`src/design/stl_pkg.sv`:
```
// Shared types and constants of the source text lexer.
package stl_pkg;

  // Text capacity in bytes; offsets past the last usable one saturate.
  localparam int unsigned TEXT_BYTES = 65536;
  localparam logic [16:0] LAST_OFFSET =
    17'(((TEXT_BYTES - 1) > 65535) ? 65535 : (TEXT_BYTES - 1));

  // Arabic comma, encoded as two UTF-8 bytes.
  localparam logic [7:0] ARABIC_COMMA_LEAD  = 8'hD8;
  localparam logic [7:0] ARABIC_COMMA_TRAIL = 8'h8C;

  // Depth of the queue between the lexer and the output stage.
  localparam int unsigned FIFO_DEPTH = 4;

  typedef enum logic [2:0] {
    KIND_COMMENT = 3'd0,
    KIND_STRING  = 3'd1,
    KIND_NUMBER  = 3'd2,
    KIND_IDENT   = 3'd3,
    KIND_BRACKET = 3'd4,
    KIND_OPER    = 3'd5,
    KIND_COMMA   = 3'd6
  } kind_e;

  typedef struct packed {
    logic [15:0] start;
    logic [16:0] length;
    kind_e       kind;
  } rec_t;

  // All records caused by one byte; rec1 only counts when two is set.
  typedef struct packed {
    logic two;
    logic overflow;
    rec_t rec0;
    rec_t rec1;
  } bundle_t;

  // Token spanning first..last; an inverted span collapses to one byte.
  function automatic rec_t make_rec(logic [15:0] first, logic [15:0] last, kind_e kind);
    rec_t        r;
    logic [15:0] stop;
    stop     = (last < first) ? first : last;
    r.start  = first;
    r.length = {1'b0, stop} - {1'b0, first} + 17'd1;
    r.kind   = kind;
    return r;
  endfunction

endpackage

```
`src/design/stl_front.sv`:
```
// Lexer front end: byte classifier and token state machine.
module stl_front (
  input  logic              clk_i,
  input  logic              rst_ni,
  input  logic              beat_i,
  input  logic [7:0]        text_byte_i,
  input  logic              end_of_text_i,
  output logic              q_push_o,
  output stl_pkg::bundle_t  q_data_o
);

  typedef enum logic [3:0] {
    M_IDLE  = 4'd0,
    M_HASH  = 4'd1,
    M_LINE  = 4'd2,
    M_BLOCK = 4'd3,
    M_STR   = 4'd4,
    M_NUM   = 4'd5,
    M_IDENT = 4'd6,
    M_D8    = 4'd7,
    M_OP    = 4'd8
  } mode_e;

  function automatic logic is_digit(logic [7:0] c);
    return (c >= "0") && (c <= "9");
  endfunction

  function automatic logic is_alpha(logic [7:0] c);
    return ((c >= "a") && (c <= "z")) || ((c >= "A") && (c <= "Z")) || (c == "_");
  endfunction

  function automatic logic [1:0] lead_skip(logic [7:0] c);
    if (c[7:5] == 3'b110) return 2'd1;
    if (c[7:4] == 4'b1110) return 2'd2;
    return 2'd0;
  endfunction

  function automatic logic pairable(logic [7:0] c);
    return (c == "=") || (c == "!") || (c == "<") || (c == ">") || (c == "&") ||
           (c == "|") || (c == "*") || (c == "+") || (c == "-") || (c == "/");
  endfunction

  function automatic logic forms_pair(logic [7:0] a, logic [7:0] b);
    if (b == "=") begin
      return (a == "=") || (a == "!") || (a == "<") || (a == ">") ||
             (a == "+") || (a == "-") || (a == "*") || (a == "/");
    end
    return ((a == "&") && (b == "&")) || ((a == "|") && (b == "|")) ||
           ((a == "*") && (b == "*"));
  endfunction

  function automatic stl_pkg::kind_e mode_kind(mode_e m);
    case (m)
      M_STR:         return stl_pkg::KIND_STRING;
      M_NUM:         return stl_pkg::KIND_NUMBER;
      M_IDENT, M_D8: return stl_pkg::KIND_IDENT;
      M_OP:          return stl_pkg::KIND_OPER;
      default:       return stl_pkg::KIND_COMMENT;
    endcase
  endfunction

  mode_e       mode_q, mode_d;
  logic [15:0] start_q, start_d;
  logic [16:0] pos_q, pos_d;
  logic [7:0]  op_q, op_d;
  logic [1:0]  skip_q, skip_d;
  logic        esc_q, esc_d;
  logic        star_q, star_d;
  logic        quote_q, quote_d;
  logic        ovf_q, ovf_d;

  logic          sat;
  logic [15:0]   p, prev;
  logic          do_begin;
  logic          a_v, b_v, c_v;
  stl_pkg::rec_t a_r, b_r, c_r;
  logic [7:0]    c;

  assign c   = text_byte_i;
  assign sat = pos_q > stl_pkg::LAST_OFFSET;
  assign p   = sat ? stl_pkg::LAST_OFFSET[15:0] : pos_q[15:0];
  assign prev = sat ? stl_pkg::LAST_OFFSET[15:0] :
                ((p != 16'd0) ? (p - 16'd1) : 16'd0);

  always_comb begin
    mode_d   = mode_q;
    start_d  = start_q;
    op_d     = op_q;
    skip_d   = skip_q;
    esc_d    = esc_q;
    star_d   = star_q;
    quote_d  = quote_q;
    ovf_d    = ovf_q | sat;
    pos_d    = pos_q;
    do_begin = 1'b0;
    a_v = 1'b0;
    b_v = 1'b0;
    c_v = 1'b0;
    a_r = stl_pkg::make_rec(start_q, prev, stl_pkg::KIND_COMMENT);
    b_r = stl_pkg::make_rec(p, p, stl_pkg::KIND_OPER);

    unique case (mode_q)
      M_HASH: begin
        if (c == "*") begin
          mode_d = M_BLOCK;
          star_d = 1'b0;
        end else if (c == "\n") begin
          a_v    = 1'b1;
          mode_d = M_IDLE;
        end else begin
          mode_d = M_LINE;
        end
      end
      M_LINE: begin
        if (c == "\n") begin
          a_v    = 1'b1;
          mode_d = M_IDLE;
        end
      end
      M_BLOCK: begin
        if (star_q && (c == "#")) begin
          a_v    = 1'b1;
          a_r    = stl_pkg::make_rec(start_q, p, stl_pkg::KIND_COMMENT);
          mode_d = M_IDLE;
          star_d = 1'b0;
        end else begin
          star_d = (c == "*");
        end
      end
      M_STR: begin
        if (esc_q) begin
          esc_d = 1'b0;
        end else if (c == "\\") begin
          esc_d = 1'b1;
        end else if (c == (quote_q ? 8'("'") : 8'("\""))) begin
          a_v    = 1'b1;
          a_r    = stl_pkg::make_rec(start_q, p, stl_pkg::KIND_STRING);
          mode_d = M_IDLE;
        end
      end
      M_NUM: begin
        if (!(is_digit(c) || (c == ".") || (c == "_"))) begin
          a_v      = 1'b1;
          a_r      = stl_pkg::make_rec(start_q, prev, stl_pkg::KIND_NUMBER);
          do_begin = 1'b1;
        end
      end
      M_IDENT: begin
        if (skip_q != 2'd0) begin
          skip_d = skip_q - 2'd1;
        end else if (is_alpha(c) || is_digit(c) || (lead_skip(c) != 2'd0) ||
                     (c[7:6] == 2'b10)) begin
          skip_d = lead_skip(c);
        end else begin
          a_v      = 1'b1;
          a_r      = stl_pkg::make_rec(start_q, prev, stl_pkg::KIND_IDENT);
          do_begin = 1'b1;
        end
      end
      M_D8: begin
        if (c == stl_pkg::ARABIC_COMMA_TRAIL) begin
          a_v    = 1'b1;
          a_r    = stl_pkg::make_rec(start_q, p, stl_pkg::KIND_COMMA);
          mode_d = M_IDLE;
        end else begin
          mode_d = M_IDENT;
          skip_d = 2'd0;
        end
      end
      M_OP: begin
        a_v = 1'b1;
        if (forms_pair(op_q, c)) begin
          a_r    = stl_pkg::make_rec(start_q, p, stl_pkg::KIND_OPER);
          mode_d = M_IDLE;
        end else begin
          a_r      = stl_pkg::make_rec(start_q, prev, stl_pkg::KIND_OPER);
          do_begin = 1'b1;
        end
      end
      default: do_begin = 1'b1;
    endcase

    // Start of a new token at this byte.
    if (do_begin) begin
      mode_d  = M_IDLE;
      start_d = p;
      if ((c == " ") || (c == "\t") || (c == 8'h0D) || (c == "\n")) begin
        mode_d = M_IDLE;
      end else if (c == "#") begin
        mode_d = M_HASH;
      end else if ((c == "\"") || (c == "'")) begin
        mode_d  = M_STR;
        quote_d = (c == "'");
        esc_d   = 1'b0;
      end else if (is_digit(c)) begin
        mode_d = M_NUM;
      end else if (c == stl_pkg::ARABIC_COMMA_LEAD) begin
        mode_d = M_D8;
      end else if (is_alpha(c) || (lead_skip(c) != 2'd0)) begin
        mode_d = M_IDENT;
        skip_d = lead_skip(c);
      end else if ((c == "(") || (c == ")") || (c == "[") || (c == "]")) begin
        b_v = 1'b1;
        b_r = stl_pkg::make_rec(p, p, stl_pkg::KIND_BRACKET);
      end else if (c == ",") begin
        b_v = 1'b1;
        b_r = stl_pkg::make_rec(p, p, stl_pkg::KIND_COMMA);
      end else if (pairable(c)) begin
        mode_d = M_OP;
        op_d   = c;
      end else if ((c == "%") || (c == "^") || (c == "~") || (c == "?") || (c == ":")) begin
        b_v = 1'b1;
      end
    end

    // End of text closes whatever is still open.
    c_v = end_of_text_i && (mode_d != M_IDLE);
    c_r = stl_pkg::make_rec(start_d, p, mode_kind(mode_d));

    q_data_o.overflow = ovf_d;
    q_data_o.two      = 1'b0;
    q_data_o.rec0     = c_r;
    q_data_o.rec1     = c_r;
    if (a_v) begin
      q_data_o.rec0 = a_r;
      q_data_o.two  = b_v || c_v;
      q_data_o.rec1 = b_v ? b_r : c_r;
    end else if (b_v) begin
      q_data_o.rec0 = b_r;
      q_data_o.two  = c_v;
    end
    q_push_o = beat_i && (a_v || b_v || c_v);

    if (end_of_text_i) begin
      mode_d  = M_IDLE;
      start_d = 16'd0;
      pos_d   = 17'd0;
      op_d    = 8'd0;
      skip_d  = 2'd0;
      esc_d   = 1'b0;
      star_d  = 1'b0;
      quote_d = 1'b0;
      ovf_d   = 1'b0;
    end else if (!sat) begin
      pos_d = pos_q + 17'd1;
    end
  end

  always_ff @(posedge clk_i or negedge rst_ni) begin
    if (!rst_ni) begin
      mode_q  <= M_IDLE;
      start_q <= 16'd0;
      pos_q   <= 17'd0;
      op_q    <= 8'd0;
      skip_q  <= 2'd0;
      esc_q   <= 1'b0;
      star_q  <= 1'b0;
      quote_q <= 1'b0;
      ovf_q   <= 1'b0;
    end else if (beat_i) begin
      mode_q  <= mode_d;
      start_q <= start_d;
      pos_q   <= pos_d;
      op_q    <= op_d;
      skip_q  <= skip_d;
      esc_q   <= esc_d;
      star_q  <= star_d;
      quote_q <= quote_d;
      ovf_q   <= ovf_d;
    end
  end

endmodule

```
`src/design/stl_fifo.sv`:
```
// Short queue of per-byte token bundles between lexer and output stage.
module stl_fifo (
  input  logic              clk_i,
  input  logic              rst_ni,
  input  logic              push_i,
  input  stl_pkg::bundle_t  wdata_i,
  output logic              full_o,
  output logic              valid_o,
  input  logic              pop_i,
  output stl_pkg::bundle_t  rdata_o
);

  localparam int unsigned PtrW = $clog2(stl_pkg::FIFO_DEPTH);
  localparam int unsigned CntW = $clog2(stl_pkg::FIFO_DEPTH + 1);

  stl_pkg::bundle_t mem_q [stl_pkg::FIFO_DEPTH];
  logic [PtrW-1:0]  wr_q, rd_q;
  logic [CntW-1:0]  cnt_q;
  logic             do_push, do_pop;

  assign full_o  = cnt_q == CntW'(stl_pkg::FIFO_DEPTH);
  assign valid_o = cnt_q != '0;
  assign rdata_o = mem_q[rd_q];
  assign do_push = push_i && !full_o;
  assign do_pop  = pop_i && valid_o;

  always_ff @(posedge clk_i) begin
    if (do_push) begin
      mem_q[wr_q] <= wdata_i;
    end
  end

  always_ff @(posedge clk_i or negedge rst_ni) begin
    if (!rst_ni) begin
      wr_q  <= '0;
      rd_q  <= '0;
      cnt_q <= '0;
    end else begin
      if (do_push) begin
        wr_q <= (wr_q == PtrW'(stl_pkg::FIFO_DEPTH - 1)) ? '0 : wr_q + PtrW'(1);
      end
      if (do_pop) begin
        rd_q <= (rd_q == PtrW'(stl_pkg::FIFO_DEPTH - 1)) ? '0 : rd_q + PtrW'(1);
      end
      if (do_push && !do_pop) begin
        cnt_q <= cnt_q + CntW'(1);
      end else if (do_pop && !do_push) begin
        cnt_q <= cnt_q - CntW'(1);
      end
    end
  end

endmodule

```
`src/design/stl_back.sv`:
```
// Output stage: unpacks bundles into single token beats.
module stl_back (
  input  logic              clk_i,
  input  logic              rst_ni,
  input  logic              q_valid_i,
  input  stl_pkg::bundle_t  q_data_i,
  output logic              q_pop_o,
  output logic              empty_o,
  input  logic              pop_i,
  output stl_pkg::rec_t     rec_o,
  output logic              run_last_o,
  output logic              overflow_o
);

  stl_pkg::bundle_t bun_q;
  logic             valid_q;
  logic             idx_q;
  logic             take, take_last;

  assign empty_o    = !valid_q;
  assign rec_o      = idx_q ? bun_q.rec1 : bun_q.rec0;
  assign run_last_o = idx_q || !bun_q.two;
  assign overflow_o = bun_q.overflow;
  assign take       = pop_i && valid_q;
  assign take_last  = take && run_last_o;
  assign q_pop_o    = q_valid_i && (!valid_q || take_last);

  always_ff @(posedge clk_i) begin
    if (q_pop_o) begin
      bun_q <= q_data_i;
    end
  end

  always_ff @(posedge clk_i or negedge rst_ni) begin
    if (!rst_ni) begin
      valid_q <= 1'b0;
      idx_q   <= 1'b0;
    end else if (q_pop_o) begin
      valid_q <= 1'b1;
      idx_q   <= 1'b0;
    end else if (take_last) begin
      valid_q <= 1'b0;
      idx_q   <= 1'b0;
    end else if (take) begin
      idx_q <= 1'b1;
    end
  end

endmodule

```
`src/design/source_text_lexer_unit.sv`:
```
// Top level of the streaming source text lexer.
//
//   channel   handshake               payload
//   -------   ---------------------   ---------------------------------------------
//   input     push / full             text_byte_i, end_of_text_i
//   result    empty / pop             token_start_o, token_length_o, token_kind_o,
//                                     run_last_o, overflow_o
//
// One text byte is taken per cycle while full is low; the lexer state machine
// closes all tokens caused by a byte in that same cycle and queues them.
// The queue takes the bundle at the accepting edge, and the output register
// takes it from there; the token beats show from the output register, and
// a byte that causes two tokens needs two pops.
// The four-entry queue lets the lexer keep going while results wait; full
// rises only when the queue is full.
// Reset puts the lexer idle at offset 0 and empties queue and output register.
module source_text_lexer_unit (
  input  logic        clk_i,
  input  logic        rst_ni,
  input  logic        push,
  output logic        full,
  input  logic [7:0]  text_byte_i,
  input  logic        end_of_text_i,
  output logic        empty,
  input  logic        pop,
  output logic [15:0] token_start_o,
  output logic [16:0] token_length_o,
  output logic [2:0]  token_kind_o,
  output logic        run_last_o,
  output logic        overflow_o
);

  logic             beat;      // input byte accepted this cycle
  logic             q_push, q_full, q_valid, q_pop;
  stl_pkg::bundle_t q_wdata, q_rdata;
  stl_pkg::rec_t    rec;

  assign full = q_full;
  assign beat = push && !q_full;

  // Lexer: classifies the byte and builds the bundle of closed tokens.
  stl_front u_front (
    .clk_i         (clk_i),
    .rst_ni        (rst_ni),
    .beat_i        (beat),
    .text_byte_i   (text_byte_i),
    .end_of_text_i (end_of_text_i),
    .q_push_o      (q_push),
    .q_data_o      (q_wdata)
  );

  // Decoupling queue; bytes that close no token put nothing in it.
  stl_fifo u_fifo (
    .clk_i   (clk_i),
    .rst_ni  (rst_ni),
    .push_i  (q_push),
    .wdata_i (q_wdata),
    .full_o  (q_full),
    .valid_o (q_valid),
    .pop_i   (q_pop),
    .rdata_o (q_rdata)
  );

  // Output register, one token per beat.
  stl_back u_back (
    .clk_i      (clk_i),
    .rst_ni     (rst_ni),
    .q_valid_i  (q_valid),
    .q_data_i   (q_rdata),
    .q_pop_o    (q_pop),
    .empty_o    (empty),
    .pop_i      (pop),
    .rec_o      (rec),
    .run_last_o (run_last_o),
    .overflow_o (overflow_o)
  );

  assign token_start_o  = rec.start;
  assign token_length_o = rec.length;
  assign token_kind_o   = rec.kind;

  // The lexer only writes the queue on an accepted byte, never when full.
  assert property (@(posedge clk_i) disable iff (!rst_ni) q_push |-> (beat && !q_full))
    else $error("lexer wrote a full token queue");

  // The first token of a two-token byte is always followed by the second.
  assert property (@(posedge clk_i) disable iff (!rst_ni)
    (pop && !empty && !run_last_o) |=> !empty)
    else $error("second token of a byte was lost");

  // Every delivered token covers at least one byte.
  assert property (@(posedge clk_i) disable iff (!rst_ni) !empty |-> (token_length_o != 17'd0))
    else $error("zero-length token delivered");

endmodule
```
`config.mk`:
```
export PLATFORM = sky130hd
export DESIGN_NAME = source_text_lexer_unit
export DESIGN_NICKNAME = d
export VERILOG_FILES = /design/src/design/stl_pkg.sv /design/src/design/stl_front.sv /design/src/design/stl_fifo.sv /design/src/design/stl_back.sv /design/src/design/source_text_lexer_unit.sv
export SDC_FILE = /design/constraint.sdc
export NUM_CORES = 1
export LEC_CHECK = 0
export BUFFER_PORTS_ARGS = -buffer_cell sky130_fd_sc_hd__buf_2
export CAP_MARGIN = 15
export CORE_MARGIN = 4
export CORE_UTILIZATION = 40
export CTS_CLUSTER_DIAMETER = 50
export CTS_CLUSTER_SIZE = 28
export DETAILED_ROUTE_END_ITERATION = 10
export GPL_ROUTABILITY_DRIVEN = 0
export SLEW_MARGIN = 20
export SYNTH_ARGS = -nofsm -noshare
export SYNTH_HDL_FRONTEND = slang
export SYNTH_SLANG_ARGS = --single-unit
```
`constraint.sdc`:
```
create_clock -name clk_i -period 9.4 [get_ports clk_i]
set_input_delay 0.94 -clock clk_i [delete_from_list [all_inputs] [get_ports clk_i]]
set_output_delay 0.94 -clock clk_i [all_outputs]
set_load 0.01 [all_outputs]
```
### Word level (Yosys, flattened, before mapping)

Memory sizes are Yosys's and may differ from the RTL's. A register that Yosys moved wholly into a read port is not among the register bits.
Index checks and enable logic that the tools add are counted.

| word-level totals | value |
|---|---|
| bits in registers | 60 |
| RAM bits | 296 |
| input port bits | 13 |
| output and inout port bits | 40 |
| logic and storage cells | 395 |
| memories | 1 |

Memories:

| memory | words | width | read ports | clocked after memory_dff | wr ports | line | source |
|---|---|---|---|---|---|---|---|
| u_fifo.mem_q | 4 | 74 | 1 | 1 | 1 | stl_fifo.sv:16 | `stl_pkg::bundle_t mem_q [stl_pkg::FIFO_DEPTH];` |

| cells by class | value |
|---|---|
| add/sub/neg operators | 15 |
| order comparisons | 10 |
| equality and inequality tests | 72 |
| mux-type cells | 199 |
| bitwise gates (word level) | 1 |
| reduce and logical (&&, ||, !) cells | 83 |

Operator list:

| operator | number |
|---|---|
| $eq A8 B6 Y1 const B | 29 |
| $mux W36 | 4 |
| $mux W16 | 8 |
| $mux W20 | 6 |
| $pmux W20 S6 | 1 |
| $mux W1 | 95 |
| $mux W2 | 44 |
| $mux W8 | 11 |
| $add A17 B1 Y17 const B | 5 |
| $mux W4 | 18 |
| $sub A16 B16 Y17 | 4 |
| $eq A8 B7 Y1 const B | 8 |
| $lt A16 B16 Y1 | 3 |
| $logic_or A1 B1 Y1 | 42 |
| $mux W17 | 2 |
| $eq A4 B3 Y1 const B | 8 |
| $eq A8 B4 Y1 const B | 3 |
| $pmux W4 S6 | 1 |
| $ne A2 B2 Y1 const B | 9 |
| $gt A17 B16 Y1 const B | 1 |
| $logic_and A1 B1 Y1 | 17 |
| $eq A8 B8 Y1 const B | 2 |
| $ge A8 B7 Y1 const B | 2 |
| $le A8 B7 Y1 const B | 2 |
| other kinds (32) | 55 |

### Logic depth before layout (Yosys ltp)

| depth | value |
|---|---|
| depth after elaboration | 60 |
| gate-level depth with buffers | 42 |

### Modules after synthesis

From an unflattened synthesis, not the netlist that was laid out.

| unflattened totals | value |
|---|---|
| cells, all modules | 1705 |
| area, all modules | 22763.1 um2 |

By module, submodules not included:

| module | instances | cells an instance | area each (um2) |
|---|---|---|---|
| stl_fifo | 1 | 424 | 11155.7 |
| stl_front | 1 | 1155 | 8712.1 |
| stl_back | 1 | 125 | 2881.5 |
| source_text_lexer_unit | 1 | 1 | 13.8 |

### Worst setup path after synthesis

No wires, ideal clock.

| timing path | value |
|---|---|
| path kind | flip-flop to flip-flop |
| start | reg u_front.pos_q[7] |
| end | mem u_fifo.mem_q[0][54] (netlist name) (data pin) |
| arrival | 7488 ps |
| required time | 9106 ps |
| slack | 1618 ps |
| stages on the path, launching flop included | 43 |
| buffers on the path | 3 |
| clock period less this slack | 7782 ps |
| path through | dfrtp_1 > clkbuf_1 > nand3_1 > nor2_1 > nand3_1 > nor3_1 > ha_1 > nor2_1 > nor2_1 > ha_1 > nor3b_2 > nand4b_1 > or3_1 > or2_1 > nor4_4 > clkbuf_1 > a31oi_1 > ha_1 > [7 not listed] > a21oi_1 > o31ai_2 > buf_6 > mux2i_1 > ha_1 > inv_1 > ha_1 > fa_1 > a21o_1 > a21oi_1 > nor2b_1 > nor2_1 > o31ai_1 > a21oi_1 > o21ai_0 > xor2_1 > a22oi_1 > o21ai_0 |

RTL lines:

| element | line | source |
|---|---|---|
| start: declaration | stl_front.sv:64 | `logic [16:0] pos_q, pos_d;` |
| start signal: assignment | stl_front.sv:263 | `pos_q <= pos_d;` |
| end: declaration | stl_fifo.sv:16 |  |

==> reports/results.txt <==
status - finished clean
period utilisation layout - 0.9162
library cells used by synthesis - 88
slowest library cell on the worst path - dfrtp_1
Critical Path AT - 8.86 ns
number of synthesized flops with an enable pin - 370
critical path capture point type - flop
Yosys warning total - 0
Area contributors post-synth - edfxtp_1, ha_1, mux4_2, dfrtp_1, mux2_2
Mapped Area - 0.02269 mm²
global-route usage over all layers - 0.1809
CTS buffer count - 43
clk_lat worst skew - 0.60 ns
router iterations before antenna repair - 5
final wirelength - 54.35 mm
hold_ws - 0.4898 ns
Synth Area in Compound Gates - 0.1015
Synth Area in XOR/XNOR - 0.02355
post-layout min period - 8.612 ns
first-pass GRT wire length - 85.52 mm
row count - 87
I/O Buffers - 52
RSZ-0062 raised after global routing - false
grt ovf - 0
max_cap viols - 0
worst relative slew slack - 0.3023
CP required - 9.65 ns
Simple-Gate Fraction of Synth Area - 0.08508
post-synth top area share - 0.4897
register bit total from synthesis - 430
synthesized-area fraction occupied by adder cells - 0.08293
vias post-DR - 14390
Yosys top cell by area - edfxtp_1
largest family of logic cells by synthesized area - multiplexers
Syn Area/Cell - 13.21 µm²
WL/cell - 21.26 µm
post-CTS sizing - 0
final hold vios - 0
CTS max path bufs - 3
skew final - 0.03221 ns
Crit Path Category - reg -> reg
CTS sink count - 430
async set-or-reset flop fraction in the synthesized netlist - 0.1395
vias in the first global route - 14460
Seq/Total Area, Yosys - 0.5558
placed insts - 2473
Avg Vias per Cell - 5.630
core area - 0.05628 mm²
Die Area - 0.06060 mm²
Root Driver - clkbuf_16
register area - 0.01262 mm²
htree depth - 2
Post-Route Setup TNS - 0 ns
Starting Density - 0.4032
Tightest Pin Transition - 1.039 ns
FMAX - 116.1 MHz
share of cells above drive strength 1 - 0.1822
First DRT Iteration DRCs - 1254
largest net degree at the start of global routing - 61
largest fanout on the critical path - 16
Synth Net Count - 1879
most frequent cell on the critical path - nor2_1
post-synthesis mux area share - 0.1216
ys flop type - edfxtp_1
Non-Filler Instances - 2556
nets - 1926
HP Class - reg -> reg
# IOs - 53
Die Height - 246.2 µm
Area Overhead vs Synth - 11.79%
Finished Core Util - 0.4507
DIE WIDTH - 246.2 µm
Fill cells - 5052
final number of setup-violating endpoints - 0
Max Transition Viols Final - 0
Worst-path clk slew - 0.07 ns
area of the multi-input gates - 0.009459 mm²
Post-DRT Antenna Nets - 0
DRC viols - 0
critical path's largest stage delay - 0.53 ns
DP HPWL - 36.68 mm
CP Launch Type - flop
number of antenna violations at the first check in global routing - 0
Post-Synthesis Cells - 1718
CTS tree - yes
Diodes inserted - 0
state kept, by name (all words and copies together) (netlist names):
name	flops
u_back.idx_q	1
u_back.overflow_o	1
u_front.ovf_q	1
u_back.bun_q	73
u_front.star_q	1
u_fifo.rd_q	2
u_front.skip_q	2
u_back.valid_q	1
u_fifo.wr_q	2
u_front.esc_q	1
u_fifo.cnt_q	3
u_front.start_q	16
u_front.quote_q	1
u_front.mode_q	4
u_front.pos_q	17
u_fifo.mem_q	296
u_front.op_q	8
cells by family after synthesis:
kind of cell / after synthesis
buf+inv: 165
flops: 430
fa+ha+maj: 148
xor+xnor: 61
simple gates: 384
mux: 176
compound gates: 354
synth_stat cells (14+ instances only):
| cell | instances |
|---|---|
| a21o_1 | 28 |
| a21oi_1 | 87 |
| buf_2 | 18 |
| clkbuf_1 | 51 |
| dfrtp_1 | 60 |
| edfxtp_1 | 370 |
| ha_1 | 144 |
| inv_1 | 79 |
| mux2_2 | 48 |
| mux2i_1 | 44 |
| mux4_2 | 74 |
| nand2_1 | 102 |
| nand2b_1 | 18 |
| nand3_1 | 23 |
| nor2_1 | 102 |
| nor2b_1 | 17 |
| nor3_1 | 40 |
| o21a_1 | 14 |
| o21ai_0 | 78 |
| o22ai_1 | 33 |
| xnor2_1 | 31 |
| xor2_1 | 30 |
cell type report:
cell class,count,area share
inverter,81,0.01199
timing repair buffer,86,0.02081
tap,756,0.03729
sequential,430,0.4975
multi-input combinational,1123,0.3729
clock inverter,35,0.01677
clock buffer,45,0.04271
cells in the final DEF, fill, tap and decap left out, drive strengths merged, types with 31 or more instances in the layout:
| cell type | instances |
|---|---|
| a21oi | 89 |
| buf | 86 |
| clkbuf | 45 |
| dfrtp | 60 |
| edfxtp | 370 |
| ha | 144 |
| inv | 98 |
| mux2 | 58 |
| mux2i | 44 |
| mux4 | 74 |
| nand2 | 103 |
| nor2 | 104 |
| nor3 | 40 |
| o21ai | 91 |
| o22ai | 33 |
| xnor2 | 31 |
stage by stage:
step	setup WS, ns	instance area [µm²]
floorplan	1.618	22690
global placement	1.002	23840
detailed placement	0.8076	23840
CTS	0.7831	25340
global route	0.08049	25370
finish	0.7881	25370
worst max-delay path, delay by kind of cell (launching register included):
kind                     cells  cell delay (ns)
AND/OR/NAND/NOR             15             2.96
AO/OA/AOI/OAI               12             2.18
adder cells (fa/ha/maj)      5             1.59
buffers and inverters        3             0.54
flip-flops                   1             0.53
multiplexers                 1             0.31
XOR/XNOR                     1             0.15
path summary, 6_finish.rpt:
path                                   from                   to  slack, ns  depth (start not counted)
max                        u_front.pos_q[7]  u_fifo.mem_q[0][54]       0.79                         37
min                         u_front.op_q[7]      u_front.op_q[7]       0.49                          1
max reg2reg                u_front.pos_q[7]  u_fifo.mem_q[0][54]       0.79                         37
min reg2reg                 u_front.op_q[7]      u_front.op_q[7]       0.49                          1
min in group asynchronous            rst_ni   u_front.start_q[6]       0.56                          2
max in group asynchronous            rst_ni       u_fifo.rd_q[0]       8.17                          2
per-layer routing:
| layer | share of wire | global-route usage |
|---|---|---|
| met1 | 0.45 | 0.2521 |
| met2 | 0.47 | 0.2947 |
| met3 | 0.055 | 0.03189 |
| met4 | 0.025 | 0.04806 |
| met5 | 0 | 0 |
what timing repair did:
action / in CTS / in global routing
endpoints found under the hold margin: 0 / 0
hold buffers: 0 / 0
buffers inserted: 0 / 3
setup endpoints to repair: 0 / 24
Power is not shown: default switching activity piles up to over one toggle a cycle in this logic, so the estimate is an artifact.
